### src/rtl/core/u8l1_pkg.sv
// ----------------------------------------------------------------------------
// u8l1_pkg
// shared types, constants and the fold table of the utf-8 to latin-1 converter
// ----------------------------------------------------------------------------
package u8l1_pkg;

  localparam int BYTE_W = 8;
  localparam int CNT_W  = 16;
  localparam int CP_W   = 21;

  localparam logic [BYTE_W-1:0] QMARK = 8'h3F;

  typedef struct packed {
    logic load;
    logic latch;
    logic put;
    logic shift;
    logic finish;
  } cmd_t;

  typedef struct packed {
    logic dec_hold;
    logic emit_done;
    logic put_stall;
    logic fin_stall;
  } sts_t;

  typedef struct packed {
    logic [1:0]        len;
    logic [BYTE_W-1:0] b0;
    logic [BYTE_W-1:0] b1;
    logic [BYTE_W-1:0] b2;
  } fold_t;

  function automatic fold_t fold_lookup(input logic [CP_W-1:0] cp);
    fold_t f;
    f = '{len: 2'd1, b0: QMARK, b1: 8'h00, b2: 8'h00};
    case (cp) inside
      21'h2018, 21'h2019, 21'h201A, 21'h201B: f.b0 = 8'h27;
      21'h201C, 21'h201D, 21'h201E, 21'h201F: f.b0 = 8'h22;
      21'h2010, 21'h2011, 21'h2012, 21'h2013, 21'h2014, 21'h2015: f.b0 = 8'h2D;
      21'h2022: f.b0 = 8'h2A;
      21'h2026: f = '{len: 2'd3, b0: 8'h2E, b1: 8'h2E, b2: 8'h2E};
      21'h202F, 21'h2009: f.b0 = 8'h20;
      21'h20AC: f = '{len: 2'd3, b0: 8'h45, b1: 8'h55, b2: 8'h52};
      21'h2103: f = '{len: 2'd2, b0: 8'hB0, b1: 8'h43, b2: 8'h00};
      21'h2109: f = '{len: 2'd2, b0: 8'hB0, b1: 8'h46, b2: 8'h00};
      21'h00B5, 21'h03BC: f.b0 = 8'hB5;
      default: f.b0 = QMARK;
    endcase
    return f;
  endfunction

endpackage

### src/rtl/core/utf8_to_latin1_folding_converter_core.sv
// ----------------------------------------------------------------------------
// utf8_to_latin1_folding_converter_core
// utf-8 byte stream to latin-1 with folding of common typographic code points
// ----------------------------------------------------------------------------
//  channel  direction  signals                  contents
//  s        in         tvalid tready tdata tlast tdata[7:0] in_byte, tlast in_last
//  m        out        tvalid tready tdata tuser tlast
//                                               tdata[7:0] out_byte,
//                                               tdata[23:8] string_length,
//                                               tuser[0] out_valid,
//                                               tuser[1] run_last, tlast string_end
//  cfg      in         valid ready data         data[15:0] out_capacity
//
//  one request at a time: accept, then per decoded sequence a decode step,
//  an emit step per emitted byte and a shift step, then a final decode
//  and a close step
//  a full output register stalls the emit and close cycles
//  reset empties the byte buffer, clears the count and sets capacity to 65535
// ----------------------------------------------------------------------------
module utf8_to_latin1_folding_converter_core import u8l1_pkg::*; (
  input  logic        clk,
  input  logic        rst,
  input  logic        s_tvalid,
  output logic        s_tready,
  input  logic [7:0]  s_tdata,   // [7:0] in_byte
  input  logic        s_tlast,
  output logic        m_tvalid,
  input  logic        m_tready,
  output logic [23:0] m_tdata,   // [7:0] out_byte, [23:8] string_length
  output logic [1:0]  m_tuser,   // [0] out_valid, [1] run_last
  output logic        m_tlast,
  input  logic        cfg_valid,
  output logic        cfg_ready,
  input  logic [15:0] cfg_data
);

  cmd_t              cmd;
  sts_t              sts;
  logic [BYTE_W-1:0] out_byte;
  logic              out_flag;
  logic              out_run_last;
  logic [CNT_W-1:0]  out_str_len;

  assign cfg_ready = !rst;

  u8l1_ctrl u_ctrl (
    .clk      (clk),
    .rst      (rst),
    .s_tvalid (s_tvalid),
    .s_tready (s_tready),
    .sts      (sts),
    .cmd      (cmd)
  );

  u8l1_datapath u_dp (
    .clk          (clk),
    .rst          (rst),
    .cmd          (cmd),
    .sts          (sts),
    .in_byte      (s_tdata),
    .in_last      (s_tlast),
    .cfg_we       (cfg_valid && cfg_ready),
    .cfg_data     (cfg_data),
    .out_take     (m_tready),
    .out_vld      (m_tvalid),
    .out_byte     (out_byte),
    .out_flag     (out_flag),
    .out_run_last (out_run_last),
    .out_str_end  (m_tlast),
    .out_str_len  (out_str_len)
  );

  assign m_tdata = {out_str_len, out_byte};
  assign m_tuser = {out_run_last, out_flag};

`ifndef SYNTHESIS
  a_busy_after_accept: assert property (@(posedge clk) disable iff (rst)
    (s_tvalid && s_tready) |=> !s_tready)
    else $error("input accepted again while a request is in work");

  a_marker_closes: assert property (@(posedge clk) disable iff (rst)
    (m_tvalid && !m_tuser[0]) |-> (m_tlast && m_tuser[1] && m_tdata[7:0] == 8'h00))
    else $error("end-only result does not close the string");

  a_length_only_at_end: assert property (@(posedge clk) disable iff (rst)
    (m_tvalid && !m_tlast) |-> (m_tdata[23:8] == 16'h0000))
    else $error("string length given before the end of the string");

  a_end_is_run_last: assert property (@(posedge clk) disable iff (rst)
    (m_tvalid && m_tlast) |-> m_tuser[1])
    else $error("string end not on the last result of its request");
`endif

endmodule

### src/rtl/core/u8l1_ctrl.sv
// ----------------------------------------------------------------------------
// u8l1_ctrl
// sequencer: take a byte, decode held sequences, emit bytes, close the request
// ----------------------------------------------------------------------------
module u8l1_ctrl import u8l1_pkg::*; (
  input  logic clk,
  input  logic rst,
  input  logic s_tvalid,
  output logic s_tready,
  input  sts_t sts,
  output cmd_t cmd
);

  localparam logic [1:0] ST_IDLE = 2'd0;
  localparam logic [1:0] ST_DEC  = 2'd1;
  localparam logic [1:0] ST_PUT  = 2'd2;
  localparam logic [1:0] ST_END  = 2'd3;

  logic [1:0] state, state_next;

  always_ff @(posedge clk) begin
    if (rst) begin
      state <= ST_IDLE;
    end else begin
      state <= state_next;
    end
  end

  always_comb begin
    state_next = state;
    cmd        = '0;
    unique case (state)
      ST_IDLE: begin
        if (s_tvalid) begin
          cmd.load   = 1'b1;
          state_next = ST_DEC;
        end
      end
      ST_DEC: begin
        if (sts.dec_hold) begin
          state_next = ST_END;
        end else begin
          cmd.latch  = 1'b1;
          state_next = ST_PUT;
        end
      end
      ST_PUT: begin
        if (sts.emit_done) begin
          cmd.shift  = 1'b1;
          state_next = ST_DEC;
        end else if (!sts.put_stall) begin
          cmd.put = 1'b1;
        end
      end
      ST_END: begin
        if (!sts.fin_stall) begin
          cmd.finish = 1'b1;
          state_next = ST_IDLE;
        end
      end
      default: state_next = ST_IDLE;
    endcase
  end

  assign s_tready = (state == ST_IDLE) && !rst;

endmodule

### src/rtl/core/u8l1_datapath.sv
// ----------------------------------------------------------------------------
// u8l1_datapath
// byte buffer, sequence decoder, fold lookup, byte counter and output register
// ----------------------------------------------------------------------------
module u8l1_datapath import u8l1_pkg::*; (
  input  logic              clk,
  input  logic              rst,
  input  cmd_t              cmd,
  output sts_t              sts,
  input  logic [BYTE_W-1:0] in_byte,
  input  logic              in_last,
  input  logic              cfg_we,
  input  logic [CNT_W-1:0]  cfg_data,
  input  logic              out_take,
  output logic              out_vld,
  output logic [BYTE_W-1:0] out_byte,
  output logic              out_flag,
  output logic              out_run_last,
  output logic              out_str_end,
  output logic [CNT_W-1:0]  out_str_len
);

  logic [BYTE_W-1:0] buffer [4];
  logic [2:0]        fill;
  logic              last_r;
  logic [CNT_W-1:0]  capacity;
  logic [CNT_W-1:0]  written;

  logic [BYTE_W-1:0] ebyte [3];
  logic [1:0]        ecnt;
  logic [1:0]        eidx;
  logic [2:0]        eused;

  logic              hold_vld;
  logic [BYTE_W-1:0] hold_byte;

  logic              lead_ok, cont_ok, overlong, short_seq, dec_good, dec_wait;
  logic [1:0]        extra;
  logic [2:0]        need;
  logic [CP_W-1:0]   cp;
  fold_t             fold;
  fold_t             elist;
  logic              allow, out_free;

  // decoder
  always_comb begin
    lead_ok = 1'b1;
    extra   = 2'd0;
    cp      = '0;
    if (!buffer[0][7]) begin
      cp = {13'd0, buffer[0]};
    end else if (buffer[0][7:5] == 3'b110) begin
      extra = 2'd1;
      cp    = {10'd0, buffer[0][4:0], buffer[1][5:0]};
    end else if (buffer[0][7:4] == 4'b1110) begin
      extra = 2'd2;
      cp    = {5'd0, buffer[0][3:0], buffer[1][5:0], buffer[2][5:0]};
    end else if (buffer[0][7:3] == 5'b11110) begin
      extra = 2'd3;
      cp    = {buffer[0][2:0], buffer[1][5:0], buffer[2][5:0], buffer[3][5:0]};
    end else begin
      lead_ok = 1'b0;
    end
    need      = {1'b0, extra} + 3'd1;
    short_seq = fill < need;
    cont_ok   = (extra < 2'd1 || buffer[1][7:6] == 2'b10) &&
                (extra < 2'd2 || buffer[2][7:6] == 2'b10) &&
                (extra < 2'd3 || buffer[3][7:6] == 2'b10);
    overlong  = (extra == 2'd1 && cp < 21'h80) ||
                (extra == 2'd2 && cp < 21'h800) ||
                (extra == 2'd3 && cp < 21'h10000);
    dec_wait  = lead_ok && short_seq && !last_r;
    dec_good  = lead_ok && !short_seq && cont_ok && !overlong;
  end

  // bytes to emit for the decoded sequence, or the lead byte as is when it does not decode
  always_comb begin
    fold = fold_lookup(cp);
    if (dec_good && cp < 21'h100) begin
      elist = '{len: 2'd1, b0: cp[BYTE_W-1:0], b1: 8'h00, b2: 8'h00};
    end else if (dec_good) begin
      elist = fold;
    end else begin
      elist = '{len: 2'd1, b0: buffer[0], b1: 8'h00, b2: 8'h00};
    end
  end

  assign out_free = !out_vld || out_take;
  assign allow    = (({1'b0, written} + 17'd1) < {1'b0, capacity}) && (written != '1);

  assign sts.dec_hold  = (fill == 3'd0) || dec_wait;
  assign sts.emit_done = (eidx == ecnt);
  assign sts.put_stall = allow && hold_vld && !out_free;
  assign sts.fin_stall = (hold_vld || last_r) && !out_free;

  // buffer and decode bookkeeping
  always_ff @(posedge clk) begin
    if (rst) begin
      fill <= 3'd0;
    end else if (cmd.load) begin
      buffer[fill[1:0]] <= in_byte;
      fill              <= fill + 3'd1;
      last_r            <= in_last;
    end else if (cmd.shift) begin
      case (eused)
        3'd1: begin
          buffer[0] <= buffer[1];
          buffer[1] <= buffer[2];
          buffer[2] <= buffer[3];
        end
        3'd2: begin
          buffer[0] <= buffer[2];
          buffer[1] <= buffer[3];
        end
        3'd3: buffer[0] <= buffer[3];
        default: ;
      endcase
      fill <= fill - eused;
    end else if (cmd.finish && last_r) begin
      fill <= 3'd0;
    end
  end

  always_ff @(posedge clk) begin
    if (cmd.latch) begin
      ebyte[0] <= elist.b0;
      ebyte[1] <= elist.b1;
      ebyte[2] <= elist.b2;
      ecnt     <= elist.len;
      eused    <= dec_good ? need : 3'd1;
    end
  end

  always_ff @(posedge clk) begin
    if (rst) begin
      eidx <= 2'd0;
    end else if (cmd.latch) begin
      eidx <= 2'd0;
    end else if (cmd.put) begin
      eidx <= eidx + 2'd1;
    end
  end

  always_ff @(posedge clk) begin
    if (rst) begin
      capacity <= '1;
    end else if (cfg_we) begin
      capacity <= cfg_data;
    end
  end

  // byte counter and held result
  always_ff @(posedge clk) begin
    if (rst) begin
      written  <= '0;
      hold_vld <= 1'b0;
    end else if (cmd.put && allow) begin
      written   <= written + CNT_W'(1);
      hold_vld  <= 1'b1;
      hold_byte <= ebyte[eidx];
    end else if (cmd.finish) begin
      hold_vld <= 1'b0;
      if (last_r) begin
        written <= '0;
      end
    end
  end

  // output register
  always_ff @(posedge clk) begin
    if (rst) begin
      out_vld <= 1'b0;
    end else if (cmd.put && allow && hold_vld) begin
      out_vld      <= 1'b1;
      out_byte     <= hold_byte;
      out_flag     <= 1'b1;
      out_run_last <= 1'b0;
      out_str_end  <= 1'b0;
      out_str_len  <= '0;
    end else if (cmd.finish && (hold_vld || last_r)) begin
      out_vld      <= 1'b1;
      out_byte     <= hold_vld ? hold_byte : 8'h00;
      out_flag     <= hold_vld;
      out_run_last <= 1'b1;
      out_str_end  <= last_r;
      out_str_len  <= last_r ? written : '0;
    end else if (out_take) begin
      out_vld <= 1'b0;
    end
  end

endmodule
### config.mk
export PLATFORM = sky130hd
export DESIGN_NAME = utf8_to_latin1_folding_converter_core
export DESIGN_NICKNAME = d
export VERILOG_FILES = /design/src/rtl/core/u8l1_pkg.sv /design/src/rtl/core/utf8_to_latin1_folding_converter_core.sv /design/src/rtl/core/u8l1_ctrl.sv /design/src/rtl/core/u8l1_datapath.sv
export SDC_FILE = /design/constraint.sdc
export NUM_CORES = 1
export LEC_CHECK = 0
export BUFFER_PORTS_ARGS = -buffer_cell sky130_fd_sc_hd__buf_2
export CAP_MARGIN = 20
export CORE_MARGIN = 2
export CORE_UTILIZATION = 45
export DETAILED_ROUTE_END_ITERATION = 7
export PLACE_DENSITY = 0.7
export SYNTH_ARGS = -nofsm -noshare
export SYNTH_HDL_FRONTEND = slang
export SYNTH_SLANG_ARGS = --single-unit
### constraint.sdc
create_clock -name clk -period 13.3 [get_ports clk]
set_input_delay 1.33 -clock clk [delete_from_list [all_inputs] [get_ports clk]]
set_output_delay 1.33 -clock clk [all_outputs]
set_load 0.1 [all_outputs]
# Yosys cells after proc, flatten, opt, wreduce, memory -nomap -nowiden
# Memory sizes are Yosys's and may differ from the RTL's. A register that Yosys moved wholly into a read port is not among the register bits.
# Cells that the tools add are included.
totals:
  register_bits: 74
  ramBits: 56
  input_bits: 30
  out_inout_bits: 30
  wordCells: 235
  mem_count: 2
op_classes:
  add_sub_neg: 6
  magnitude_cmp: 9
  eq_ne: 43
  muxes: 98
  n_bitwise: 5
  reduce_logical: 56
mem_list:
  columns: ["memory", "words", "width", "rd", "rd_clocked_by_memory_dff", "wr", "line", "text"]
  rows:
  - ["u_dp.buffer", 4, 8, 4, 0, 3, "u8l1_datapath.sv:23", "logic [BYTE_W-1:0] buffer [4];"]
  - ["u_dp.ebyte", 3, 8, 1, 1, 3, "u8l1_datapath.sv:29", "logic [BYTE_W-1:0] ebyte [3];"]
op_table:
  columns: ["cell", "count"]
  rows:
  - ["equality test 21 x 14 -> 1 bit, second input constant", 21]
  - ["2-to-1 mux 16 bit", 13]
  - ["2-to-1 mux 8 bit", 17]
  - ["2-to-1 mux 21 bit", 4]
  - ["2-to-1 mux 24 bit", 2]
  - ["2-to-1 mux 1 bit", 43]
  - ["2-to-1 mux 2 bit", 14]
  - ["equality test 21 x 10 -> 1 bit, second input constant", 1]
  - ["equality test 21 x 8 -> 1 bit, second input constant", 1]
  - ["logical AND 1 bit", 21]
  - ["< comparator 21 x 12 -> 1 bit, second input constant", 1]
  - ["< comparator 21 x 17 -> 1 bit, second input constant", 1]
  - ["< comparator 21 x 8 -> 1 bit, second input constant", 1]
  - ["< comparator 21 x 9 -> 1 bit, second input constant", 1]
  - ["OR reduction 21 bit", 1]
  - ["adder 16 x 1 -> 17 bit, second input constant", 1]
  - ["< comparator 17 x 16 -> 1 bit", 1]
  - ["OR reduction 17 bit", 1]
  - ["adder 16 x 1 -> 16 bit, second input constant", 1]
  - ["inequality test 16 bit, second input constant", 1]
  - ["2-to-1 mux 15 bit", 1]
  - ["equality test 2 bit, second input constant", 7]
  - ["2-to-1 mux 3 bit", 3]
  - ["logical OR 1 bit", 8]
  - ["29 further kinds", 51]

# Logic depth before layout (Yosys ltp)
# Gate-level depths: netlist of the first run.
# An unclocked memory read counts as a cell.
depth:
  ltp_word: 20
  ltp_mapped: 16
  depth_no_buf: 14

# Modules after synthesis
# A second synthesis of the first run with hierarchy kept.
hier_totals:
  cells_unflattened: 760
  hier_area_um2: 7329.5
by_module_without_submodules:
  columns: ["mod", "instances", "cells_each", "area_per_inst_um2", "seq_area_each_um2"]
  rows:
  - ["u8l1_datapath", 1, 741, 7165.6, 3423.3]
  - ["u8l1_ctrl", 1, 15, 138.9, 40.0]
  - ["utf8_to_latin1_folding_converter_core", 1, 4, 25.0, 0.0]

# Worst setup path after synthesis of the first run
# OpenSTA, ideal clock, no wires.
synth_path:
  kind: "register to register"
  from: "register u_dp.written[2]"
  to: "register u_dp.out_byte[0] (enable)"
  setup_time_ps: 458
  arrival_time_ps: 5088
  required_time_ps: 12842
  slack_ps: 7755
  stages_incl_launch_ff: 14
  n_path_buf: 1
  synth_period_minus_slack_ps: 5545
  path_cell_list: "dfxtp_1 > and3_1 > nand3_1 > nor2_1 > and4_1 > nor2b_1 > or2_2 > ha_1 > a211o_1 > a211oi_1 > a211oi_1 > or3_1 > clkbuf_1 > a221oi_1"
synth_via:
  elab_chain_len: 12
  word_cells_on_any_way: 13
  classes_between: "add/sub (1); order compare (1); eq/ne (1); mux (3); reduce/logical (7)"
synth_rtl:
  columns: ["element", "line", "text"]
  rows:
  - ["from (decl)", "u8l1_datapath.sv:27", "logic [CNT_W-1:0] written;"]
  - ["from (signal assigned)", "u8l1_datapath.sv:158", "written <= written + CNT_W'(1);"]
  - ["adder 16 x 1 -> 17 bit", "u8l1_datapath.sv:89", "assign allow = (({1'b0, written} + 17'd1) < {1'b0, capacity}) && (written != '1);"]
  - ["< comparator 17 x 16 -> 1 bit", "u8l1_datapath.sv:89", null]
  - ["logical AND 1 bit *", "u8l1_datapath.sv:89", null]
  - ["logical AND 1 bit (2 in a row)", "u8l1_datapath.sv:93", "assign sts.put_stall = allow && hold_vld && !out_free;"]
  - ["2-to-1 mux 1 bit", "u8l1_ctrl.sv:51", "end else if (!sts.put_stall) begin"]
  - ["2-to-1 mux 1 bit", "u8l1_ctrl.sv:48", "if (sts.emit_done) begin"]
  - ["2-to-1 mux 2 bit", "u8l1_ctrl.sv:32", "unique case (state)"]
  - ["logical AND 1 bit * (2 in a row)", "u8l1_datapath.sv:173", "end else if (cmd.put && allow && hold_vld) begin"]
  - ["nonzero test 2 bit (no source line) *", null, null]
  - ["AND reduction 2 bit (no source line) *", null, null]
  - ["to (signal assigned)", "u8l1_datapath.sv:175", "out_byte <= hold_byte;"]
  - ["to (signal assigned)", "u8l1_datapath.sv:182", "out_byte <= hold_vld ? hold_byte : 8'h00;"]
  - ["to (decl)", "u8l1_datapath.sv:16", "output logic [BYTE_W-1:0] out_byte,"]
# Every way passes the cells marked *; elsewhere a longest branch is shown, timed or not.
# A chain may end at the register's enable or synchronous reset.

# Worst setup path in the final report of the first run
# Ends and elaborated chain as after synthesis.

==> results of run 1 <==
-- power by group --
group / switching [W] / total [W] / internal, W
clock network: 0.000203 / 0.000451 / 0.000248
registers: 0.0000191 / 0.000467 / 0.000448
logic: 0.0000844 / 0.000128 / 0.0000437
total: 0.000306 / 0.00105 / 0.000740
-- worst max-delay path: stages, from the launching register on --
cell and delay [ps]:
dfxtp_1 400, and3_1 240, nand3_1 140, nor2_1 200, and4_1 280, nor2b_1 70, or2_2 300, ha_1 290
a211o_1 270, a211oi_1 210, a211oi_1 140, or3_1 710, a221oi_4 660, buf_4 360
-- cells by family (layout without fill, tap and decap cells) --
| group | count (synthesis) | in the layout | synth area share |
|---|---|---|---|
| compound gates | 172 | 172 | 0.162 |
| fa+ha+maj | 29 | 29 | 0.0514 |
| mux | 10 | 10 | 0.0142 |
| xor+xnor | 16 | 16 | 0.0194 |
| flops | 129 | 129 | 0.480 |
| simple gates | 313 | 313 | 0.226 |
| buf+inv | 80 | 131 | 0.0469 |
-- final timing paths --
check / startpoint / to / depth (start not counted)
worst min register to register: u_dp.capacity[0] / u_dp.capacity[0] / 2
worst max register to register: u_dp.written[2] / u_dp.out_byte[0] / 13
worst max-delay path: u_dp.written[2] / u_dp.out_byte[0] / 13
worst min-delay path: u_dp.capacity[0] / u_dp.capacity[0] / 2
-- cell type report --
type	count	area, µm²
Clock buffer	17	425
Timing Repair Buffer	62	318
Tap cell	216	270
Clock inverter	15	149
Inverter	37	139
Multi-Input combinational cell	540	3430
Sequential cell	129	3460
Fill cell	1462	7580
-- flip-flops by register name, indices dropped and copies added, names as in the netlist --
signal and count:
u_dp.out_str_end 1, u_dp.eused 3, u_dp.buffer 32, u_dp.out_run_last 1, u_dp.ecnt 2, u_dp.out_vld 1
u_dp.out_str_len 16, u_dp.out_byte 8, u_dp.eidx 2, u_dp.last_r 1, u_dp.written 16, u_dp.capacity 16
u_dp.fill 3, u_ctrl.state 2, u_dp.hold_byte 8, u_dp.ebyte 15, u_dp.out_flag 1, u_dp.hold_vld 1
-- layout by cell type (no fill, tap or decap), types with 10 or more instances in the layout --
cell type,count
edfxtp_1,88
o21ai_0,27
a21o_1,15
clkbuf_16,17
nor2_1,39
a21oi_1,39
nand2_1,107
a31oi_1,10
nand3_1,29
a211oi_1,12
and2_1,31
ha_1,28
o211ai_1,18
nor3_1,13
and3_1,10
nor2b_1,15
inv_1,36
nand2b_1,12
buf_2,59
dfxtp_1,41
-- per-stage QoR --
stage	util	worst slack [ps]
2_1_floorplan	-	7750
3_3_place_gp	0.483	8760
3_5_place_dp	0.483	8680
4_1_cts	0.520	8670
5_1_grt	0.520	8300
6_report	0.520	8700
-- metal layers --
metal,vias up,wire (µm)
li1,2799,-
met1,2609,7570
met2,170,7180
met3,17,689
met4,0,209
met5,-,0
==> results.md, run 1 <==
* Pwr Total at 0.00105 W
* Worst Skew at approximately 12 ps
* Area grow syn2layout at 13.6%
* Yosys top cell area share at 0.367
* Setup total negative slack at 0 ps
* Unrepaired setup endpoints after global routing: no
* Least-Margin Pin Slew at around 1000 ps
* Starting Density at 0.457
* Clock buffer depth at 2
* Final worst-path cycle share at 0.346
* Post-route cell area at 0.00819 mm²
* Die area at around 0.017 mm²
* Iteration-0 DRC Markers at 527
* CP Max Fanout at 20
* Ys async rst share at 0
* Slew margin rel. at 0.301
* Drt via density at roughly 5.5
* First-pass GRT wire length at 26300 µm
* Setup Fix Bufs, Post-CTS at 0
* Outcome: finished, final reports clean
* Synth Cell Area at ~0.0072 mm²
* Post-route ant nets at 0
* Ys flop type: edfxtp_1
* Top Ports at 60
* Critical Path AT at 4700 ps
* RePlAce Congestion at between 0.8 and 0.9
* Fin nets at 846
* Max Freq at 218 MHz
* DP HPWL at 11000 µm
* Gr usage total at 0.196
* Startpoint type of the worst setup path: flop
* Synth area leader: edfxtp_1
* Met2 GRT Util at 0.306
* Router iterations before antenna repair at 5
* Pwr Density at approximately 130 mW/mm²
* Flop-to-flop setup slack at about 8700 ps
* Synth area leaders: edfxtp_1 37%, dfxtp_1 11%, nand2_1 5.6%
* Row count at 46
* Max-Cap Viols at 0
* H-tree depth at 4
* Post-synth top cells: 107 x nand2_1, 88 x edfxtp_1, 41 x dfxtp_1, 39 x a21oi_1, 39 x nor2_1
* Initial antenna violation count at 0
* Final Hold Fails at 0
* DRC errors left at 0
* Worst hold slack at roughly 470 ps
* Post_cts resized at 0
* Routed WL per cell at between 15 and 20 µm
* Clk root buf: clkbuf_16
* Syn avg cell area at between 9 and 10 µm²
* Met3 usage at 0.0362
* WP data required at ~13000 ps
* Ys Warns at 0
* Most frequent cell after synthesis: nand2_1
* Crit path capture type: flop
* # diodes at 0
* Non-Filler Instances at between 1k and 1.5k
* Cts-stage hold buffer count at 0
* EDFF count, synth at 88
* Distinct cells, synth at between 70 and 80
* Die height at approximately 130 µm
* Vias in the first global route at ~5.3k
* CTS Buf Count at 17
* Grt ovf at 0
* Cells after synthesis at roughly 750
* Setup CP Type: flop to flop
* Sequential area share after synthesis at 0.480
* Fin crit period at between 4000 and 5000 ps
* Placed cells at 984
* Total wire length at about 16000 µm
* Worst skew pair latency at around 420 ps
* Pleak at between 3 and 4 nW
* Min-Delay Path Class: flop to flop
* Worst-path clk slew at about 60 ps
* Syn nets at roughly 810
* Largest net degree at the start of global routing at 32
* Met1 GRT Util at 0.275
* Layout cells sized above 1 at 0.153
* Final setup viols at 0
* CTS tree: yes
* Final Max Tran Viols at 0
* GRT busiest layer: met2
* Seq cells post-synth at around 130
* Cell Area, Placed at roughly 0.0076 mm²
* Via Count at approximately 5.6k
* Worst VDD drop at slightly below 100 µV
* Sink Count at around 130
* Chip Width at 131 µm
* Input/output buffers at 59
* Core area at between 0.015 and 0.02 mm²
No activity file was read; power rests on OpenSTA's default activity.
==> run 2: changes to the inputs <==
PLACE_DENSITY = 0.72   (was 0.7)
clock period = 4 ns   (was 13.3 ns; I/O delays follow)
==> results.md, run 2 (synthesized netlist as in run 1, its figures left out) <==
* Sw frac at 0.283 (-0.00948)
* Fin crit period at 3750 ps (-843 ps)
* Pwr Density at 424 mW/mm² (+230%)
* # diodes at 0 (unchanged)
* FILL cells at 1427 (-2.4%)
* Footprint of the multi-input gates at 0.00344 mm² (+0.36%)
* Int Pwr at 0.00254 W (+240%)
* CTS tree: yes
* Min-Delay Path Class: input port to flop
* Top Ports at 60 (unchanged)
* Largest net degree at the start of global routing at 32 (unchanged)
* Critical Path AT at 3870 ps (-830 ps)
* Register area at 0.00347 mm² (about the same)
* Least-Margin Pin Slew at 980 ps (-66.9 ps)
* Max Freq at 266 MHz (+22%)
* Final Hold Fails at 0 (unchanged)
* Die height at 131 µm (unchanged)
* Core area at 0.0158 mm² (unchanged)
* RePlAce Congestion at 0.914 (+2.4%)
* Reg with most FFs: u_dp.buffer
* Final Max Tran Viols at 0 (unchanged)
* Crit path capture type: flop
* Vias in the first global route at 5257 (-1.6%)
* Max-Cap Viols at 0 (unchanged)
* Fin nets at 860 (+1.7%)
* Clock buffer depth at 2 (unchanged)
* Worst skew pair latency at 410 ps (about the same)
* Setup CP Type: flop to flop
* First-pass GRT wire length at 26500 µm (+0.68%)
* Die area at 0.0170 mm² (unchanged)
* CP Max Fanout at 28 (+40%)
* Placed cells at 998 (+1.4%)
* Sink Count at 129 (unchanged)
* Routed WL per cell at 15.6 µm (+1.6%)
* Pwr Total at 0.00354 W (+240%)
* Clk root buf: clkbuf_16
* Worst VDD drop at 395 µV (+300%)
* Outcome: finished, final reports clean
* Iteration-0 DRC Markers at 396 (-25%)
* Total wire length at 16100 µm (+3.0%)
* H-tree depth at 4 (unchanged)
* Post_cts resized at 0 (unchanged)
* Startpoint type of the worst setup path: flop
* Setup Fix Bufs, Post-CTS at 0 (unchanged)
* Setup total negative slack at 0 ps (unchanged)
* Non-Filler Instances at 1030 (+1.4%)
* Chip Width at 131 µm (unchanged)
* WP data required at 4110 ps (-9290 ps)
* Pleak at 3.31 nW (+2.7%)
* Largest register FFs at 32 (unchanged)
* Drt via density at 5.53 (+0.47%)
* Cts-stage hold buffer count at 0 (unchanged)
* Final setup viols at 0 (unchanged)
* DP HPWL at 11500 µm (+3.9%)
* Router iterations before antenna repair at 7 (+2)
* NetSw at 0.00100 W (+230%)
* Combinational power share at 0.129 (+0.007)
* Slew margin rel. at 0.345 (+0.0447)
* Grt ovf at 0 (unchanged)
* CTS Buf Count at 17 (unchanged)
* Via Count at 5699 (+1.9%)
* Reg power frac at 0.437 (-0.009)
* Area grow syn2layout at 15.8%
* Worst-path clk slew at 60 ps (about the same)
* Commonest cells after routing, fill and taps aside: 107 x nand2_1, 88 x edfxtp_1, 59 x buf_2
* Worst hold slack at 160 ps (-309 ps)
* Input/output buffers at 59 (unchanged)
* Worst Skew at 8.29 ps (-3.25 ps)
* DRC errors left at 0 (unchanged)
* Layout cells sized above 1 at 0.172 (+0.0195)
* Final worst-path cycle share at 0.939 (+0.593)
* Flop-to-flop setup slack at 250 ps (-8460 ps)
* Starting Density at 0.457 (unchanged)
* Unrepaired setup endpoints after global routing: no
* Initial antenna violation count at 0 (unchanged)
* Gr usage total at 0.198 (+0.00192)
* Most common cell after layout, fill and taps aside: nand2_1
* Post-route ant nets at 0 (unchanged)
* Row count at 46 (unchanged)
* Clock network power share at 0.434 (+0.003)
[run 2: cell count changes in the layout (fill, tap and decap cells not counted), moves of 2 or more]
cell,before,now
dfxtp_1,41,39
clkinvlp_4,3,1
a211oi_1,12,10
dfxtp_2,0,2
buf_4,3,16
clkinv_4,1,3
a211oi_2,0,2
[run 2: worst max-delay path: stages, from the launching register on]
cell	delay (ps)
dfxtp_1	380
and3_4	220
nand3_1	110
nor2_1	200
and4_1	260
nor2b_1	70
or2_2	310
ha_1	300
a211o_1	290
a211oi_2	170
a211oi_2	110
or3_1	440
a221oi_4	340
buf_12	230
[run 2: metal layers]
layer | track usage | routed length [µm] | up-vias | part of all wire
met2 | 0.303 | 7050 | 195 | 0.44
met4 | 0.0601 | 187 | 0 | 0.012
met1 | 0.288 | 7970 | 2660 | 0.49
met5 | 0 | 0 | - | 0
li1 | - | - | 2827 | -
met3 | 0.0334 | 898 | 17 | 0.056
[run 2: layout make-up]
cell class,count,area share
sequential,129,0.415
multi-input combinational,540,0.412
timing repair buffer,76,0.0522
tap,216,0.0324
clock buffer,17,0.0510
inverter,37,0.0166
clock inverter,15,0.0204
[run 2: metrics by stage]
stage	instance area [µm²]	util	setup slack, ps
5_1_grt	8350	0.529	13.8
4_1_cts	8350	0.529	254
2_1_floorplan	7250	-	10.9
3_3_place_gp	7750	0.492	350
3_5_place_dp	7750	0.492	284
6_report	8350	0.529	246
[run 2: power by group through the flow]
stage | Sequential, W | Combinational, W | Clock, W
final | 0.00154 | 0.000458 | 0.00154
after global routing | 0.00155 | 0.000507 | 0.00161
after CTS | 0.00154 | 0.000454 | 0.00156
after detailed placement | 0.00157 | 0.000449 | 0
after global placement | 0.00157 | 0.000445 | 0
after floorplan | 0.00157 | 0.000328 | 0
[run 2: path summary, 6_finish.rpt]
check,end,from,cells past startpoint
max,u_dp.out_str_len[8],u_dp.written[1],13
min,u_dp.last_r,s_tlast,1
max reg2reg,u_dp.out_str_len[8],u_dp.written[1],13
min reg2reg,u_dp.written[0],u_dp.written[0],2
==> run 3: changes to the inputs <==
GPL_ROUTABILITY_DRIVEN = 0   (was unset)
PLACE_DENSITY = 0.7   (was 0.72)
clock period = 4.8 ns   (was 4 ns; I/O delays follow)
==> results.md, run 3 (synthesized netlist as in run 1, its figures left out) <==
* Die area at 0.0170 mm² (unchanged)
* Unrepaired setup endpoints after global routing: no
* Setup Fix Bufs, Post-CTS at 0 (unchanged)
* Reg2reg path depth at 13 (unchanged)
* Max Freq at 243 MHz (-8.6%)
* Fin nets at 854 (-0.70%)
* Least-Margin Pin Slew at 821 ps (-159 ps)
* Pwr Total at 0.00289 W (-18%)
* Clock buffer depth at 2 (unchanged)
* Fin crit period at 4110 ps (+354 ps)
* Startpoint type of the worst setup path: flop
* Router iterations before antenna repair at 5 (-2)
* Clk root buf: clkbuf_16
* Worst skew pair latency at 430 ps (+20 ps)
* Post_cts resized at 0 (unchanged)
* Final Hold Fails at 0 (unchanged)
* Layout cells sized above 1 at 0.158 (-0.0136)
* # diodes at 0 (unchanged)
* Worst Skew at 7.70 ps (-0.591 ps)
* Area grow syn2layout at 14.4%
* WP data required at 4910 ps (+800 ps)
* Placed cells at 992 (-0.60%)
* Max-Cap Viols at 0 (unchanged)
* CTS tree: yes
* Sink Count at 129 (unchanged)
* Chip Width at 131 µm (unchanged)
* Row count at 46 (unchanged)
* Largest net degree at the start of global routing at 32 (unchanged)
* Footprint of the multi-input gates at 0.00343 mm² (-0.36%)
* Critical Path AT at 4210 ps (+340 ps)
* Post-route ant nets at 0 (unchanged)
* Die height at 131 µm (unchanged)
* Drt via density at 5.45 (-1.5%)
* Top Ports at 60 (unchanged)
* Hold Crit Depth at 1 (unchanged)
* Final worst-path cycle share at 0.856 (-0.0827)
* FILL cells at 1464 (+2.6%)
* Total wire length at 15300 µm (-5.0%)
* Crit path capture type: flop
* Most common cell after layout, fill and taps aside: nand2_1
* Iteration-0 DRC Markers at 420 (+6.1%)
* Slew margin rel. at 0.453 (+0.108)
* Outcome: finished, final reports clean
* Starting Density at 0.457 (unchanged)
* Setup CP Type: flop to flop
* H-tree depth at 4 (unchanged)
* Final Max Tran Viols at 0 (unchanged)
* Vias in the first global route at 5244 (-0.25%)
* Reg with most FFs: u_dp.buffer
* Largest register FFs at 32 (unchanged)
* DRC errors left at 0 (unchanged)
* Setup total negative slack at 0 ps (unchanged)
* Initial antenna violation count at 1 (+1)
* Final setup viols at 0 (unchanged)
* DP HPWL at 11100 µm (-3.6%)
* Pleak at 3.27 nW (-1.4%)
* Grt ovf at 0 (unchanged)
* Pwr Density at 351 mW/mm² (-17%)
* Worst VDD drop at 327 µV (-17%)
* Via Count at 5583 (-2.0%)
* First-pass GRT wire length at 25400 µm (-4.0%)
* Input/output buffers at 59 (unchanged)
* Non-Filler Instances at 1024 (-0.58%)
* Gr usage total at 0.190 (-0.00739)
* CP Max Fanout at 20 (-29%)
* Routed WL per cell at 15.0 µm (-4.4%)
* Cts-stage hold buffer count at 0 (unchanged)
* Worst-path clk slew at 60 ps (about the same)
* Register area at 0.00346 mm² (about the same)
* Core area at 0.0158 mm² (unchanged)
* CTS Buf Count at 17 (unchanged)
* Commonest cells after routing, fill and taps aside: 107 x nand2_1, 88 x edfxtp_1, 59 x buf_2
* Min-Delay Path Class: input port to flop
run 3: cell types whose count changed in the layout (fill, tap and decap cells not counted), moves of 2 or more:
| cell | previous run | this run |
|---|---|---|
| dfxtp_1 | 39 | 41 |
| buf_4 | 16 | 11 |
| a211oi_1 | 10 | 12 |
| dfxtp_2 | 2 | 0 |
| a211oi_2 | 2 | 0 |
| clkinv_8 | 2 | 0 |
run 3: area by class of cell:
type / instances / share of cell area
clock buffers: 19 / 0.0537
repair buffers: 70 / 0.0458
multi-input cells: 540 / 0.416
inverters: 37 / 0.0168
clock inverters: 13 / 0.0156
well taps: 216 / 0.0328
flip-flops and latches: 129 / 0.420
run 3: worst paths after layout:
check / start / to / slack, ps
worst max-delay path: u_dp.written[2] / u_dp.out_byte[4] / 690
worst min register to register: u_dp.capacity[0] / u_dp.capacity[0] / 470
worst max register to register: u_dp.written[2] / u_dp.out_byte[4] / 690
worst min-delay path: s_tlast / u_dp.last_r / 230
run 3: per-layer routing:
| layer | global-route usage | part of all wire | vias to the layer above | wire (µm) |
|---|---|---|---|---|
| met1 | 0.263 | 0.49 | 2600 | 7430 |
| met5 | 0 | 0 | - | 0 |
| met2 | 0.293 | 0.45 | 155 | 6850 |
| li1 | - | - | 2804 | - |
| met4 | 0.0763 | 0.020 | 0 | 302 |
| met3 | 0.0403 | 0.047 | 24 | 726 |
run 3: critical path, stage by stage, from the launching register on:
cell	delay, ps
dfxtp_1	400
and3_1	260
nand3_1	140
nor2_1	210
and4_1	290
nor2b_1	70
or2_2	290
ha_1	300
a211o_1	280
a211oi_1	240
a211oi_1	150
or3_1	550
a221oi_4	330
buf_4	290
run 3: per-stage QoR:
step	hold WS, ps	cell area, µm²	worst slack (ps)	utilization
after floorplan	436	7220	180	-
after global placement	460	7680	819	0.487
after detailed placement	463	7680	730	0.487
after CTS	217	8250	706	0.523
after global routing	222	8250	391	0.523
final	231	8250	692	0.523
run 3: power by group:
group	internal [W]	total [W]	switching [W]
Combinational	0.000128	0.000367	0.000239
Clock	0.000736	0.00124	0.000501
Sequential	0.00124	0.00129	0.0000467
